`src/hw/rtl/i2cms_pkg.sv`:
```
`timescale 1ns / 1ps
// ----------------------------------------------------------------------------
// i2cms_pkg
// Shared types and constants for the I2C master bit sequencer.
// ----------------------------------------------------------------------------
package i2cms_pkg;

  // bus command codes
  typedef enum logic [2:0] {
    REQ_START     = 3'd0,
    REQ_STOP      = 3'd1,
    REQ_WRITE     = 3'd2,
    REQ_READ      = 3'd3,
    REQ_SEND_ACK  = 3'd4,
    REQ_SEND_NAK  = 3'd5,
    REQ_CHECK_ACK = 3'd6
  } req_t;

  // what one bus phase changes
  typedef enum logic [1:0] {
    ACT_SCL = 2'd0,
    ACT_SDA = 2'd1,
    ACT_REL = 2'd2
  } act_kind_t;

  typedef struct packed {
    act_kind_t kind;
    logic      lvl;
    logic      fin;
  } act_t;

  localparam int unsigned PHASE_W = 5;   // longest run is 25 phases
  localparam int unsigned WRITE_LAST = 24;
  localparam int unsigned READ_LAST = 18;
  localparam int unsigned CHECK_ACK_LAST = 4;
  localparam int unsigned CHECK_STOP_BASE = 5;

endpackage

```
`src/hw/rtl/i2c_master_bit_sequencer_core.sv`:
```
`timescale 1ns / 1ps
// ----------------------------------------------------------------------------
// i2c_master_bit_sequencer_core
// Turns one I2C bus command into its run of bus phases (SCL, SDA, SDA enable).
// The first phase of a command is registered in the result register after its item is taken.
// One phase per cycle while the result register is not stalled; a command has 4 to 25 phases,
// counted by the phase counter; the next item is taken in the cycle of the last phase.
// An unknown command emits no phase.
// Reset (rst_n low, synchronous): sequencer idle, no result pending,
// bus state SCL low, SDA high, SDA driven.
// ----------------------------------------------------------------------------
module i2c_master_bit_sequencer_core (
  input  logic       clk,
  input  logic       rst_n,
  input  logic       in_valid,
  output logic       in_ready,
  input  logic [2:0] in_req_type,
  input  logic [7:0] in_tx_byte,
  input  logic [7:0] in_partner_bits,
  input  logic       in_partner_ack_level,
  output logic       out_valid,
  input  logic       out_ready,
  output logic       out_scl_level,
  output logic       out_sda_level,
  output logic       out_sda_drive_enable,
  output logic [7:0] out_rx_byte,
  output logic       out_nak_seen,
  output logic       out_last_phase
);
  import i2cms_pkg::*;

  // command register
  logic               busy_r;
  req_t               cmd_r;
  logic [7:0]         tx_sh_r;
  logic [7:0]         rx_r;
  logic               ack_r;
  logic [PHASE_W-1:0] idx_r;
  logic [1:0]         sub_r;

  // bus state
  logic scl_r, sda_r, drv_r;
  logic scl_nxt, sda_nxt, drv_nxt;

  // result register
  logic       out_valid_r;
  logic       out_scl_r, out_sda_r, out_drv_r, out_nak_r, out_last_r;
  logic [7:0] out_rx_r;

  logic       advance;
  logic       accept;
  act_t       act;
  logic [2:0] stop_idx;

  // stop sequence: sda0, scl0, scl1, sda1, scl0
  function automatic act_t stop_action(input logic [2:0] k);
    act_t a;
    a = '{kind: ACT_SCL, lvl: 1'b0, fin: 1'b0};
    case (k)
      3'd0: a = '{kind: ACT_SDA, lvl: 1'b0, fin: 1'b0};
      3'd1: a = '{kind: ACT_SCL, lvl: 1'b0, fin: 1'b0};
      3'd2: a = '{kind: ACT_SCL, lvl: 1'b1, fin: 1'b0};
      3'd3: a = '{kind: ACT_SDA, lvl: 1'b1, fin: 1'b0};
      default: a = '{kind: ACT_SCL, lvl: 1'b0, fin: 1'b1};
    endcase
    return a;
  endfunction

  assign stop_idx = 3'(idx_r - PHASE_W'(CHECK_STOP_BASE));

  // phase decode for the current command
  always_comb begin
    act = '{kind: ACT_SCL, lvl: 1'b0, fin: 1'b0};
    case (cmd_r)
      REQ_START: begin
        case (idx_r)
          5'd0: act = '{kind: ACT_SDA, lvl: 1'b1, fin: 1'b0};
          5'd1: act = '{kind: ACT_SCL, lvl: 1'b1, fin: 1'b0};
          5'd2: act = '{kind: ACT_SDA, lvl: 1'b0, fin: 1'b0};
          default: act = '{kind: ACT_SCL, lvl: 1'b0, fin: 1'b1};
        endcase
      end
      REQ_STOP: act = stop_action(idx_r[2:0]);
      REQ_WRITE: begin
        if (idx_r == PHASE_W'(WRITE_LAST)) begin
          act = '{kind: ACT_SCL, lvl: 1'b0, fin: 1'b1};
        end else begin
          case (sub_r)
            2'd0: act = '{kind: ACT_SCL, lvl: 1'b0, fin: 1'b0};
            2'd1: act = '{kind: ACT_SDA, lvl: tx_sh_r[7], fin: 1'b0};
            default: act = '{kind: ACT_SCL, lvl: 1'b1, fin: 1'b0};
          endcase
        end
      end
      REQ_READ: begin
        if (idx_r == 5'd0) begin
          act = '{kind: ACT_SDA, lvl: 1'b1, fin: 1'b0};
        end else if (idx_r == 5'd1) begin
          act = '{kind: ACT_REL, lvl: 1'b0, fin: 1'b0};
        end else if (idx_r == PHASE_W'(READ_LAST)) begin
          act = '{kind: ACT_SCL, lvl: 1'b0, fin: 1'b1};
        end else begin
          // even phases drop scl, odd phases raise it
          act = '{kind: ACT_SCL, lvl: idx_r[0], fin: 1'b0};
        end
      end
      REQ_SEND_ACK, REQ_SEND_NAK: begin
        case (idx_r)
          5'd0: act = '{kind: ACT_SCL, lvl: 1'b0, fin: 1'b0};
          5'd1: act = '{kind: ACT_SDA, lvl: (cmd_r == REQ_SEND_NAK), fin: 1'b0};
          5'd2: act = '{kind: ACT_SCL, lvl: 1'b1, fin: 1'b0};
          default: act = '{kind: ACT_SCL, lvl: 1'b0, fin: 1'b1};
        endcase
      end
      REQ_CHECK_ACK: begin
        case (idx_r)
          5'd0: act = '{kind: ACT_SDA, lvl: 1'b1, fin: 1'b0};
          5'd1: act = '{kind: ACT_SCL, lvl: 1'b0, fin: 1'b0};
          5'd2: act = '{kind: ACT_REL, lvl: 1'b0, fin: 1'b0};
          5'd3: act = '{kind: ACT_SCL, lvl: 1'b1, fin: 1'b0};
          PHASE_W'(CHECK_ACK_LAST): act = '{kind: ACT_SCL, lvl: 1'b0, fin: !ack_r};
          // nak repair: full stop after the ack slot
          default: act = stop_action(stop_idx);
        endcase
      end
      default: act = '{kind: ACT_SCL, lvl: 1'b0, fin: 1'b1};
    endcase
  end

  // bus state update for this phase
  always_comb begin
    scl_nxt = scl_r;
    sda_nxt = sda_r;
    drv_nxt = drv_r;
    case (act.kind)
      ACT_SCL: scl_nxt = act.lvl;
      ACT_SDA: begin
        sda_nxt = act.lvl;
        drv_nxt = 1'b1;
      end
      ACT_REL: drv_nxt = 1'b0;
      default: drv_nxt = drv_r;
    endcase
  end

  // handshake
  assign advance  = busy_r && (!out_valid_r || out_ready);
  assign in_ready = !busy_r || (advance && act.fin);
  assign accept   = in_valid && in_ready;

  // sequencer and bus state registers
  always_ff @(posedge clk) begin
    if (!rst_n) begin
      busy_r <= 1'b0;
      scl_r  <= 1'b0;
      sda_r  <= 1'b1;
      drv_r  <= 1'b1;
    end else begin
      if (advance) begin
        scl_r <= scl_nxt;
        sda_r <= sda_nxt;
        drv_r <= drv_nxt;
        idx_r <= idx_r + PHASE_W'(1);
        sub_r <= (sub_r == 2'd2) ? 2'd0 : sub_r + 2'd1;
        if (act.kind == ACT_SDA) begin
          tx_sh_r <= {tx_sh_r[6:0], 1'b0};
        end
        if (act.fin) begin
          busy_r <= 1'b0;
        end
      end
      // a new item overrides the finishing one
      if (accept) begin
        busy_r  <= (in_req_type <= REQ_CHECK_ACK);
        cmd_r   <= req_t'(in_req_type);
        tx_sh_r <= in_tx_byte;
        rx_r    <= in_partner_bits;
        ack_r   <= in_partner_ack_level;
        idx_r   <= '0;
        sub_r   <= 2'd0;
      end
    end
  end

  // result register
  always_ff @(posedge clk) begin
    if (!rst_n) begin
      out_valid_r <= 1'b0;
    end else begin
      if (advance) begin
        out_valid_r <= 1'b1;
        out_scl_r   <= scl_nxt;
        out_sda_r   <= drv_nxt & sda_nxt;
        out_drv_r   <= drv_nxt;
        out_rx_r    <= (cmd_r == REQ_READ && act.fin) ? rx_r : 8'd0;
        out_nak_r   <= (cmd_r == REQ_CHECK_ACK && act.fin) ? ack_r : 1'b0;
        out_last_r  <= act.fin;
      end else if (out_ready) begin
        out_valid_r <= 1'b0;
      end
    end
  end

  assign out_valid            = out_valid_r;
  assign out_scl_level        = out_scl_r;
  assign out_sda_level        = out_sda_r;
  assign out_sda_drive_enable = out_drv_r;
  assign out_rx_byte          = out_rx_r;
  assign out_nak_seen         = out_nak_r;
  assign out_last_phase       = out_last_r;

endmodule

```
`config.mk`:
```
export PLATFORM = sky130hd
export DESIGN_NAME = i2c_master_bit_sequencer_core
export DESIGN_NICKNAME = d
export VERILOG_FILES = /design/src/hw/rtl/i2cms_pkg.sv /design/src/hw/rtl/i2c_master_bit_sequencer_core.sv
export SDC_FILE = /design/constraint.sdc
export NUM_CORES = 1
export LEC_CHECK = 0
export BUFFER_PORTS_ARGS = -buffer_cell sky130_fd_sc_hd__buf_2
export CORE_UTILIZATION = 26
export DETAILED_ROUTE_END_ITERATION = 8
export PLACE_DENSITY = 0.49
export SLEW_MARGIN = 0
export SYNTH_ARGS = -nofsm -noshare
export SYNTH_HDL_FRONTEND = slang
export SYNTH_SLANG_ARGS = --single-unit
```
`constraint.sdc`:
```
create_clock -name clk -period 7.5 [get_ports clk]
set_clock_uncertainty 0.2 [all_clocks]
set_input_delay 1.5 -clock clk [delete_from_list [all_inputs] [get_ports clk]]
set_output_delay 1.5 -clock clk [all_outputs]
set_load 0.02 [all_outputs]
```
### Yosys cells after proc, flatten, opt, wreduce, memory -nomap -nowiden

Index checks and enable logic that the tools add are counted.

* register bits after elaboration: 45
* input bits: 24

* bitwise operators: 1
* equal/unequal tests: 22
* mux-type cells: 25
* reduce and logical (&&, ||, !) cells: 26
* $add $sub $neg: 3
* $lt $le $gt $ge: 1

Operator list (count)
* $mux W8: 3
* $pmux W3 S4: 2
* $pmux W4 S6: 1
* $pmux W4 S5: 1
* $eq A3 B2 Y1 const B: 6
* $pmux W3 S3: 2
* $eq A5 B2 Y1 const B: 2
* $eq A5 B5 Y1 const B: 2
* $eq A3 B1 Y1 const B: 3
* $eq A3 B3 Y1 const B: 3
* $logic_not A3 Y1: 3
* $mux W4: 2
* $reduce_and A2 Y1: 4
* $reduce_bool A2 Y1: 4
* $mux W1: 7
* $mux W2: 3
* $pmux W3 S2: 1
* $add A5 B1 Y5 const B: 1
* $eq A5 B1 Y1 const B: 1
* $eq A5 B3 Y1 const B: 1
* $logic_and A1 B1 Y1: 5
* $logic_not A5 Y1: 1
* $mux W5: 1
* $eq A2 B1 Y1 const B: 2
* other kinds (12): 17

### Logic depth before layout (Yosys ltp)

Gate-level depths: netlist (run 1).

* depth after elaboration: 10
* mapped depth: 12

### Worst setup path after synthesis (run 1)

No wires, ideal clock.

* path kind: register -> output
* start: register idx_r[2]
* end: output port in_ready
* stages on the path, launching flop included: 9
* required time: 5.800 ns
* path buffers: 1
* slack: 3.694 ns
* arrival: 2.106 ns
* path through: edfxtp_1 clkbuf_1 inv_1 ha_1 nor4_1 o32ai_2 a21boi_0 nor2_1 o21ai_0

* cells in the longest elaborated chain, start to end: 7
* elaborated cells on any way between the ends: 28
* classes of those cells: add/sub: 1; eq/ne: 12; mux: 10; reduce/logical: 5

RTL lines
* start, declared: RTL line i2c_master_bit_sequencer_core.sv:38 `logic [PHASE_W-1:0] idx_r;`
* start signal, assigned: RTL line i2c_master_bit_sequencer_core.sv:163 `idx_r <= idx_r + PHASE_W'(1);`
* $sub A3 B3 Y3 / $eq A5 B5 Y1 (equally long branches): RTL line i2c_master_bit_sequencer_core.sv:69, i2c_master_bit_sequencer_core.sv:100
* $eq A3 B2 Y1 (tied with other cells): RTL line i2c_master_bit_sequencer_core.sv:59 `case (k)`
* $pmux W3 S4 / $mux W4 (equally long branches): RTL line i2c_master_bit_sequencer_core.sv:59, i2c_master_bit_sequencer_core.sv:98
* $pmux W4 S5 / $mux W4 (equally long branches): RTL line i2c_master_bit_sequencer_core.sv:116, i2c_master_bit_sequencer_core.sv:96
* $pmux W4 S6 *: RTL line i2c_master_bit_sequencer_core.sv:74 `case (cmd_r)`
* $logic_and A1 B1 Y1 *: RTL line i2c_master_bit_sequencer_core.sv:148 `assign in_ready = !busy_r || (advance && act.fin);`
* $logic_or A1 B1 Y1 *: RTL line i2c_master_bit_sequencer_core.sv:148
* end, declared: RTL line i2c_master_bit_sequencer_core.sv:16 `output logic in_ready,`

Every way passes the cells marked *; elsewhere a longest branch is shown, timed or not.

### Worst setup path in the final report (run 1)

* start: register idx_r[0]
* end: output port in_ready

* cells in the longest elaborated chain, start to end: 7
* elaborated cells on any way between the ends: 28
* classes of those cells: add/sub: 1; eq/ne: 12; mux: 10; reduce/logical: 5

RTL lines
* $sub A3 B3 Y3 *: RTL line i2c_master_bit_sequencer_core.sv:69 `assign stop_idx = 3'(idx_r - PHASE_W'(CHECK_STOP_BASE));`
* via stop_idx[0]: RTL line i2c_master_bit_sequencer_core.sv:53 `logic [2:0] stop_idx;`
* $eq A3 B2 Y1 (tied with other cells): RTL line i2c_master_bit_sequencer_core.sv:59
* $pmux W3 S4 *: RTL line i2c_master_bit_sequencer_core.sv:59
* $pmux W4 S5 *: RTL line i2c_master_bit_sequencer_core.sv:116 `case (idx_r)`
* $pmux W4 S6 *: RTL line i2c_master_bit_sequencer_core.sv:74
* $logic_and A1 B1 Y1 *: RTL line i2c_master_bit_sequencer_core.sv:148
* $logic_or A1 B1 Y1 *: RTL line i2c_master_bit_sequencer_core.sv:148

The timed path passes the listed nets; every way through them passes the cells marked *.

==> flow_metrics.tcl, run 1 <==
set metrics [dict create \
    initialDrtViolationCount 126 \
    cts_buffers 5 \
    critPathTopFamily "simple AND/OR/NAND/NOR gates" \
    syn_avg_cell_area_um2 11.8 \
    worstMarginPinSlew_ns 1.11 \
    r2r_cells 10 \
    drc 0 \
    clkTransAtPathRegs_ns 0.09 \
    min_to "drv_r" \
    yosysTopAreaCell "edfxtp_1" \
    grt_max_degree 17 \
    portBuffers 38 \
    start_util_pct 27.0 \
    synth_seq_cells 45 \
    stdcell_area_um2 2770 \
    slowest_delay_ns 0.51 \
    rsz0062_at_grt "no" \
    antenna_found_initial 0 \
    clockRootBuffer "clkbuf_8" \
    clock_path_buffers 2 \
    cp_slowest_cell "nor3_2" \
    layout_setup_ws_ns 3.25 \
    hold_viol 0 \
    grt_pass1_vias 1503 \
    wire_per_inst_um 13.4 \
    min_period_over_period_pct 56.7 \
    cts_setup_buffers 0 \
    netlist.area_leader.share_pct 50.8 \
    endpoint_kind "output pin" \
    r2r_end "tx_sh_r[5]" \
    outcome "finished, final reports clean" \
    dieArea_um2 9470 \
    synth_top_cells_by_area "edfxtp_1, ha_1, dfxtp_1" \
    grt_first_pass_wirelength_um 7470 \
    synthesis.nets 236 \
    min_path_type "reg2reg" \
    grt_usage_pct 9.95 \
    finalPower_uw 576 \
    grt_overflow 0 \
    maxCapViolations 0 \
    period_needed_ns 4.25 \
    dr.pass1.iters 4 \
    postRouteAntennaNets 0 \
    core_area_um2 8760 \
    hold_buffers 0 \
    synth-async-reset-ratio_pct 0 \
    post_dp_cell_area_um2 2660 \
    cp_max_fo 10 \
    rows 34 \
    r2r_slack_ns 3.75 \
    die_h_um 97.3 \
    use_met3_pct 2.37 \
    cts_sinks 45 \
    io_pins 39 \
    global_route.usage.met1_pct 13.8 \
    ir_worst_vdd_uv 77.9 \
    use_met2_pct 15.2 \
    cts_max_level 2 \
    power_per_cell_area_nw_per_um2 208 \
    post-dp-hpwl_um 3420 \
    path_class "reg2out" \
    syn_area_um2 2360 \
    worst_setup_path_start_kind "flop" \
    place.gp.congestion 0.771 \
    area_growth_pct 17.2 \
    die_width_um 97.3 \
    worstPathRequired_ns 5.80 \
    slew_violations 0 \
    drive_gt1_share_pct 25.5 \
    synth-seq-area-share_pct 55.1 \
    vias 1639 \
    max_freq_mhz 235 \
    whs_ns 0.278 \
    cts_resized 0 \
    worst-path-buf-inv 2 \
    yosysMostFrequentCell "edfxtp_1" \
    whs_path_depth 2 \
    slew_headroom_pct 25.5 \
    min_from "drv_r" \
    synth_cell_types 48 \
    viasPerCell 4.72 \
    synthFlopType "edfxtp_1" \
    busiest_layer "met2" \
    finalSetupViolCount 0 \
    ys_top_cells_by_count "edfxtp_1, nor2_1, and3_1, ha_1, inv_1" \
    leakage_uw 0.00110 \
    synthCells 200 \
    arrival_ns 2.55 \
    crit_chain "inv_1 > ha_1 > nand2b_1 > nor3_2 > o211a_1 > nor2_1 > o21ai_0 > buf_2" \
    synth-warning-count 0 \
    r2r_start "idx_r[0]" \
    wl_um 4640 \
    cts_tree "done" \
    pre_cts_ws_ns 3.56 \
    finalSetupTns_ns 0 \
    synth_edf_count 40 \
    final_nets 274 \
    n_antenna_cell 0 \
    clock_latency_ns 0.29 \
]
==> stage by stage <==
stage / std cells / util (%)
floorplan: 200 / -
global placement: 339 / 30.3
detailed placement: 339 / 30.3
CTS: 347 / 31.6
global route: 347 / 31.6
finish: 347 / 31.6
==> cell usage in the layout, fill, tap and decap left out, types with 3 or more instances in the layout <==
| cell type | synthesis | routed |
|---|---|---|
| a21oi_1 | 8 | 8 |
| a31oi_1 | 4 | 4 |
| and2_1 | 3 | 3 |
| and3_1 | 12 | 12 |
| buf_2 | 2 | 38 |
| clkbuf_8 | 0 | 5 |
| dfxtp_1 | 5 | 5 |
| edfxtp_1 | 40 | 40 |
| ha_1 | 12 | 12 |
| inv_1 | 11 | 11 |
| mux2_2 | 7 | 7 |
| nand2_1 | 5 | 5 |
| nand2b_1 | 4 | 4 |
| nand3_1 | 9 | 9 |
| nor2_1 | 15 | 15 |
| nor2b_1 | 7 | 7 |
| nor3_1 | 3 | 3 |
| nor4_1 | 3 | 3 |
| o21ai_0 | 10 | 10 |
==> state kept, by name (all words and copies together) (netlist names) <==
name	cells
out_valid	1
cmd_r	3
idx_r	5
out_sda_drive_enable	1
busy_r	1
scl_r	1
out_sda_level	1
out_nak_seen	1
out_scl_level	1
tx_sh_r	8
out_last_phase	1
sda_r	1
ack_r	1
sub_r	2
out_rx_byte	8
rx_r	8
drv_r	1
==> kinds of logic (layout without fill, tap and decap cells) <==
group,Yosys count,in the layout,share of synthesized area [%]
mux,8,8,3.97
xor+xnor,2,2,0.742
fa+ha+maj,12,12,6.36
flops,45,45,55.1
compound gates,42,42,12.9
simple gates,72,72,17.5
buf+inv,19,58,3.44
==> tightest hold or removal path, cell delays in order, from the launching register on <==
cell	delay, ns
dfxtp_1	0.32
nand2_1	0.05
nand3_1	0.06
==> layer usage <==
| layer | wire length [µm] | part of all wire [%] |
|---|---|---|
| met1 | 2270 | 49 |
| met2 | 2110 | 46 |
| met3 | 201 | 4.3 |
| met4 | 51 | 1.1 |
| met5 | 0 | 0 |
==> layout make-up <==
class | instances | area [µm²]
well taps | 108 | 135
inverters | 11 | 41.3
multi-input cells | 136 | 980
flip-flops and latches | 45 | 1300
fillers | 897 | 6000
clock buffers | 5 | 68.8
clock inverters | 3 | 43.8
repair buffers | 39 | 198
==> where the power goes <==
group          internal [µW]  switching (µW)  leakage, µW  total, µW
clock                   99.9            84.7    0.0000585        185
combinational           37.0            51.0     0.000607       88.1
sequential               293            10.5     0.000433        304
==> worst max path at each step <==
stage,startpoint,endpoint,depth (start not counted)
2_1_floorplan,idx_r[2],in_ready,8
3_3_place_gp,idx_r[0],in_ready,8
3_5_place_dp,idx_r[0],in_ready,8
4_1_cts,idx_r[0],in_ready,8
5_1_grt,idx_r[0],in_ready,8
6_report,idx_r[0],in_ready,8
(Power assumes the default switching activity.)
==> run 2, diff against run 1 <==
Settings changed: PLACE_DENSITY 0.49 to 0.5.
Clock period 7.5 ns to 3.7 ns, I/O delays scaled along.
==> run 2 against run 1 <==
Total power up 100%. Global-route usage up 0.71 points. Critical path depth up 1. Worst hold slack better by 0.0087 ns. Cell count up 1.7%. Sequential share of layout area down 0.73 points. First-iteration DRC count down 27%. Largest power group unchanged. Highest routed layer unchanged.
==> flow_metrics.tcl, run 2 (synthesis results as in run 1) <==
set metrics [dict create \
    cts_setup_buffers 0 \
    clock_path_buffers 2 \
    die_h_um 97.3 \
    endpoint_kind "output pin" \
    dp.cells 345 \
    layout_commonest_cell "edfxtp_1" \
    worstMarginPinSlew_ns 0.842 \
    path_class "reg2out" \
    maxCapViolations 0 \
    slew_violations 0 \
    layout_setup_ws_ns 0.303 \
    cts_max_level 2 \
    wl_um 4930 \
    drive_gt1_share_pct 26.9 \
    arrival_ns 2.46 \
    grt_pass1_vias 1647 \
    crit_chain "inv_1 > ha_1 > ha_1 > nor4_1 > o32ai_2 > a21boi_0 > nor2_1 > o21ai_0 > buf_2" \
    slew_headroom_pct 43.9 \
    finalSetupTns_ns 0 \
    grt_usage_pct 10.7 \
    r2r_end "tx_sh_r[6]" \
    rsz0062_at_grt "no" \
    cts_sinks 45 \
    min_from "drv_r" \
    cp_slowest_cell "edfxtp_1" \
    place.gp.congestion 0.783 \
    start_util_pct 27.0 \
    drc 0 \
    dr.pass1.iters 4 \
    hold_viol 0 \
    cts_buffers 5 \
    r2r_cells 10 \
    cts_tree "done" \
    viasPerCell 4.81 \
    hold_buffers 0 \
    min_path_type "reg2reg" \
    min_to "drv_r" \
    fin_cells 353 \
    rows 34 \
    vias 1699 \
    layout.cells.most_common_list "edfxtp_1, buf_2, nor2_1" \
    io_pins 39 \
    min_period_over_period_pct 91.8 \
    cts_resized 0 \
    antenna_found_initial 0 \
    clockRootBuffer "clkbuf_8" \
    leakage_uw 0.00113 \
    max_freq_mhz 294 \
    post-dp-hpwl_um 3670 \
    r2r_start "idx_r[0]" \
    grt_max_degree 17 \
    cp_max_fo 7 \
    grt_overflow 0 \
    dieArea_um2 9470 \
    core_area_um2 8760 \
    portBuffers 38 \
    fillCellCount 910 \
    postRouteAntennaNets 0 \
    die_width_um 97.3 \
    final_nets 280 \
    r2r_slack_ns 0.34 \
    whs_path_depth 2 \
    slowest_delay_ns 0.46 \
    finalSetupViolCount 0 \
    ir_worst_vdd_uv 150 \
    outcome "finished, final reports clean" \
    grt_first_pass_wirelength_um 7950 \
    cpMostUsedCell "ha_1" \
    initialDrtViolationCount 92 \
    worst_setup_path_start_kind "flop" \
    clock_latency_ns 0.30 \
    n_antenna_cell 0 \
    period_needed_ns 3.40 \
    wire_per_inst_um 14.0 \
    power_per_cell_area_nw_per_um2 417 \
    area_growth_pct 19.0 \
    multi_input_area_um2 980 \
    clkTransAtPathRegs_ns 0.08 \
    worstPathRequired_ns 2.76 \
    seqCellArea_um2 1300 \
    pre_cts_ws_ns 0.370 \
]
[run 2: worst max-delay path: cells and delay by family (launching register included)]
family / cells / cell delay [ns]
compound gates: 3 / 0.51
fa+ha+maj: 2 / 0.45
simple gates: 2 / 0.43
buf+inv: 2 / 0.31
flops: 1 / 0.46
[run 2: cell type report]
class	instances	share of cell area, %
Clock inverter	2	1.38
Tap cell	108	4.81
Sequential cell	45	46.3
Clock buffer	6	2.58
Multi-Input combinational cell	136	34.8
Timing Repair Buffer	45	8.63
Inverter	11	1.47
[run 2: per-stage QoR]
| step | total power [µW] | instance area [µm²] | utilization, % | hold slack (ns) |
|---|---|---|---|---|
| after floorplan | 755 | 2360 | - | 0.234 |
| after global placement | 812 | 2700 | 30.8 | 0.274 |
| after detailed placement | 814 | 2700 | 30.8 | 0.264 |
| after CTS | 1180 | 2810 | 32.1 | 0.288 |
| after global routing | 1230 | 2810 | 32.1 | 0.326 |
| final | 1170 | 2810 | 32.1 | 0.287 |
[run 2: layer usage]
layer | vias up | routed length, µm | GRT usage, %
li1 | 838 | - | -
met1 | 820 | 2290 | 13.6
met2 | 35 | 2390 | 17.6
met3 | 6 | 179 | 2.45
met4 | 0 | 75 | 4.07
met5 | - | 0 | 0
[run 2: how the worst max path moves through the flow]
stage | startpoint | to | slack (ns) | depth (start not counted)
floorplan | idx_r[0] | tx_sh_r[0] | 0.57 | 11
global placement | idx_r[0] | tx_sh_r[0] | 0.51 | 10
finish | idx_r[0] | in_ready | 0.30 | 9
detailed placement | idx_r[0] | tx_sh_r[5] | 0.37 | 10
CTS | idx_r[0] | in_ready | 0.26 | 9
global route | idx_r[0] | in_ready | 0.06 | 9
[run 2: where the power goes]
part	switching, µW	internal, µW	total [µW]
sequential	22.0	594	616
combinational	106	80.0	186
clock	168	203	371
total	296	877	1170
==> run 3, diff against run 2 <==
Settings changed: PLACE_DENSITY 0.5 to not set, PLACE_DENSITY_LB_ADDON set to 0.15.
==> run 3 against run 2 <==
Via count grew 1.3%. Global-route usage rose by 0.69 points. Sequential power hardly changed. Non-clock buffer count is 2 higher. Sequential cell count is the same. Largest power group unchanged. Cell count up 0.57%. Critical endpoint unchanged.
==> flow_metrics.tcl, run 3 (synthesis results as in run 1) <==
set metrics [dict create \
    outcome "finished, final reports clean" \
    max_freq_mhz 296 \
    endpoint_kind "output pin" \
    critPathTopFamily "flip-flops" \
    grt_max_degree 17 \
    min_to "drv_r" \
    grt_first_pass_wirelength_um 8650 \
    r2r_cells 10 \
    clock_latency_ns 0.30 \
    initialDrtViolationCount 155 \
    cp_max_fo 12 \
    grt_usage_pct 11.3 \
    drive_gt1_share_pct 27.9 \
    hold_buffers 0 \
    slew_headroom_pct 43.5 \
    place.gp.congestion 0.786 \
    n_antenna_cell 0 \
    cts_sinks 45 \
    cts_buffers 5 \
    r2r_start "idx_r[0]" \
    global_route.usage.met1_pct 15.9 \
    whs_path_depth 2 \
    period_needed_ns 3.38 \
    vias 1721 \
    rows 34 \
    dr.pass1.iters 5 \
    clkTransAtPathRegs_ns 0.08 \
    hold_viol 0 \
    core_area_um2 8760 \
    wl_um 5070 \
    post-dp-hpwl_um 3740 \
    wire_per_inst_um 14.3 \
    antenna_found_initial 0 \
    finalSetupTns_ns 0 \
    p_sw_uw 300 \
    cts_tree "done" \
    busiest_layer "met2" \
    grt_overflow 0 \
    maxCapViolations 0 \
    slew_violations 0 \
    area_growth_pct 18.9 \
    pwr-share-clk_pct 27.3 \
    dp.cells 345 \
    r2r_end "tx_sh_r[6]" \
    use_met2_pct 17.7 \
    whs_ns 0.290 \
    layout_commonest_cell "edfxtp_1" \
    die_h_um 97.3 \
    p_int_uw 810 \
    min_period_over_period_pct 91.3 \
    switching_share_pct 27.1 \
    cts_max_level 2 \
    portBuffers 38 \
    rsz0062_at_grt "no" \
    final_util_pct 32.1 \
    seq_power_share_pct 55.4 \
    cp_slowest_cell "edfxtp_1" \
    leakage_uw 0.00112 \
    start_util_pct 27.0 \
    drc 0 \
    use_met3_pct 2.52 \
    dieArea_um2 9470 \
    r2r_slack_ns 0.41 \
    clockRootBuffer "clkbuf_8" \
    pwr-share-comb_pct 17.2 \
    viasPerCell 4.85 \
    final_nets 282 \
    min_from "drv_r" \
    fin_cells 355 \
    grt_pass1_vias 1725 \
    layout.cells.most_common_list "edfxtp_1, buf_2, nor2_1" \
    worst_setup_path_start_kind "flop" \
    ir_worst_vdd_uv 147 \
    path_class "reg2out" \
    die_width_um 97.3 \
    arrival_ns 2.44 \
    slowest_delay_ns 0.61 \
    worstPathRequired_ns 2.76 \
    clock_path_buffers 2 \
    crit_chain "inv_1 > ha_1 > nor4_2 > o32ai_2 > a21boi_0 > nor2_1 > o21ai_0 > buf_2" \
    power_per_cell_area_nw_per_um2 395 \
    worst-path-buf-inv 2 \
    finalSetupViolCount 0 \
    worstMarginPinSlew_ns 0.847 \
    io_pins 39 \
    postRouteAntennaNets 0 \
    min_path_type "reg2reg" \
]
==> run 3: cell types whose count changed in the layout (fill, tap and decap cells not counted), sizes merged <==
| cell | change |
|---|---|
| clkinvlp | +2 |
| clkinv | -1 |
| buf | +2 |
| bufinv | -1 |
==> run 3: power groups by stage <==
stage / Combinational [µW] / Clock (µW) / Sequential (µW)
floorplan: 133 / 0 / 622
global placement: 189 / 0 / 628
detailed placement: 188 / 0 / 628
CTS: 189 / 316 / 616
global route: 218 / 336 / 620
finish: 191 / 304 / 616
==> run 3: what timing repair did <==
action                                  in CTS  in global routing
setup buffers                                0                  2
gates resized for setup                      0                  1
endpoints found under the setup margin       0                  2
==> run 3: per-layer routing <==
layer | up-vias | part of all wire, %
met5 | - | 0
met4 | 0 | 0.67
met3 | 2 | 4.8
met2 | 51 | 47
met1 | 825 | 47
li1 | 843 | -
==> run 3: cell type report <==
cell class                 instances  area (µm²)
clock buffer                       6        72.6
clock inverter                     2        15.0
fill                             905        5950
inverter                          11        41.3
multi-input combinational        136         986
sequential                        45        1300
tap                              108         135
timing repair buffer              47         258
==> run 3: worst max path at each step <==
stage / cells past startpoint / from / slack [ns] / end
final: 8 / idx_r[2] / 0.32 / in_ready
after global routing: 10 / idx_r[0] / 0.01 / tx_sh_r[6]
after CTS: 9 / idx_r[0] / 0.25 / in_ready
after detailed placement: 10 / idx_r[0] / 0.38 / tx_sh_r[1]
after global placement: 10 / idx_r[0] / 0.46 / tx_sh_r[1]
after floorplan: 11 / idx_r[0] / 0.57 / tx_sh_r[0]
==> run 3: through the flow <==
step	area (µm²)	power [µW]	setup slack (ns)
after floorplan	2360	755	0.566
after global placement	2700	816	0.456
after detailed placement	2700	816	0.380
after CTS	2790	1120	0.246
after global routing	2810	1170	0.0117
final	2810	1110	0.322
==> run 3: worst reg2reg max path: stages, from the launching register on <==
cell and delay [ns]:
edfxtp_1 0.47, inv_1 0.14, ha_1 0.16, nor2b_1 0.29
nand2b_1 0.15, a21oi_1 0.06, o311ai_0 0.44, a221o_1 0.24
ha_1 0.19, and3_1 0.22, o21a_1 0.38
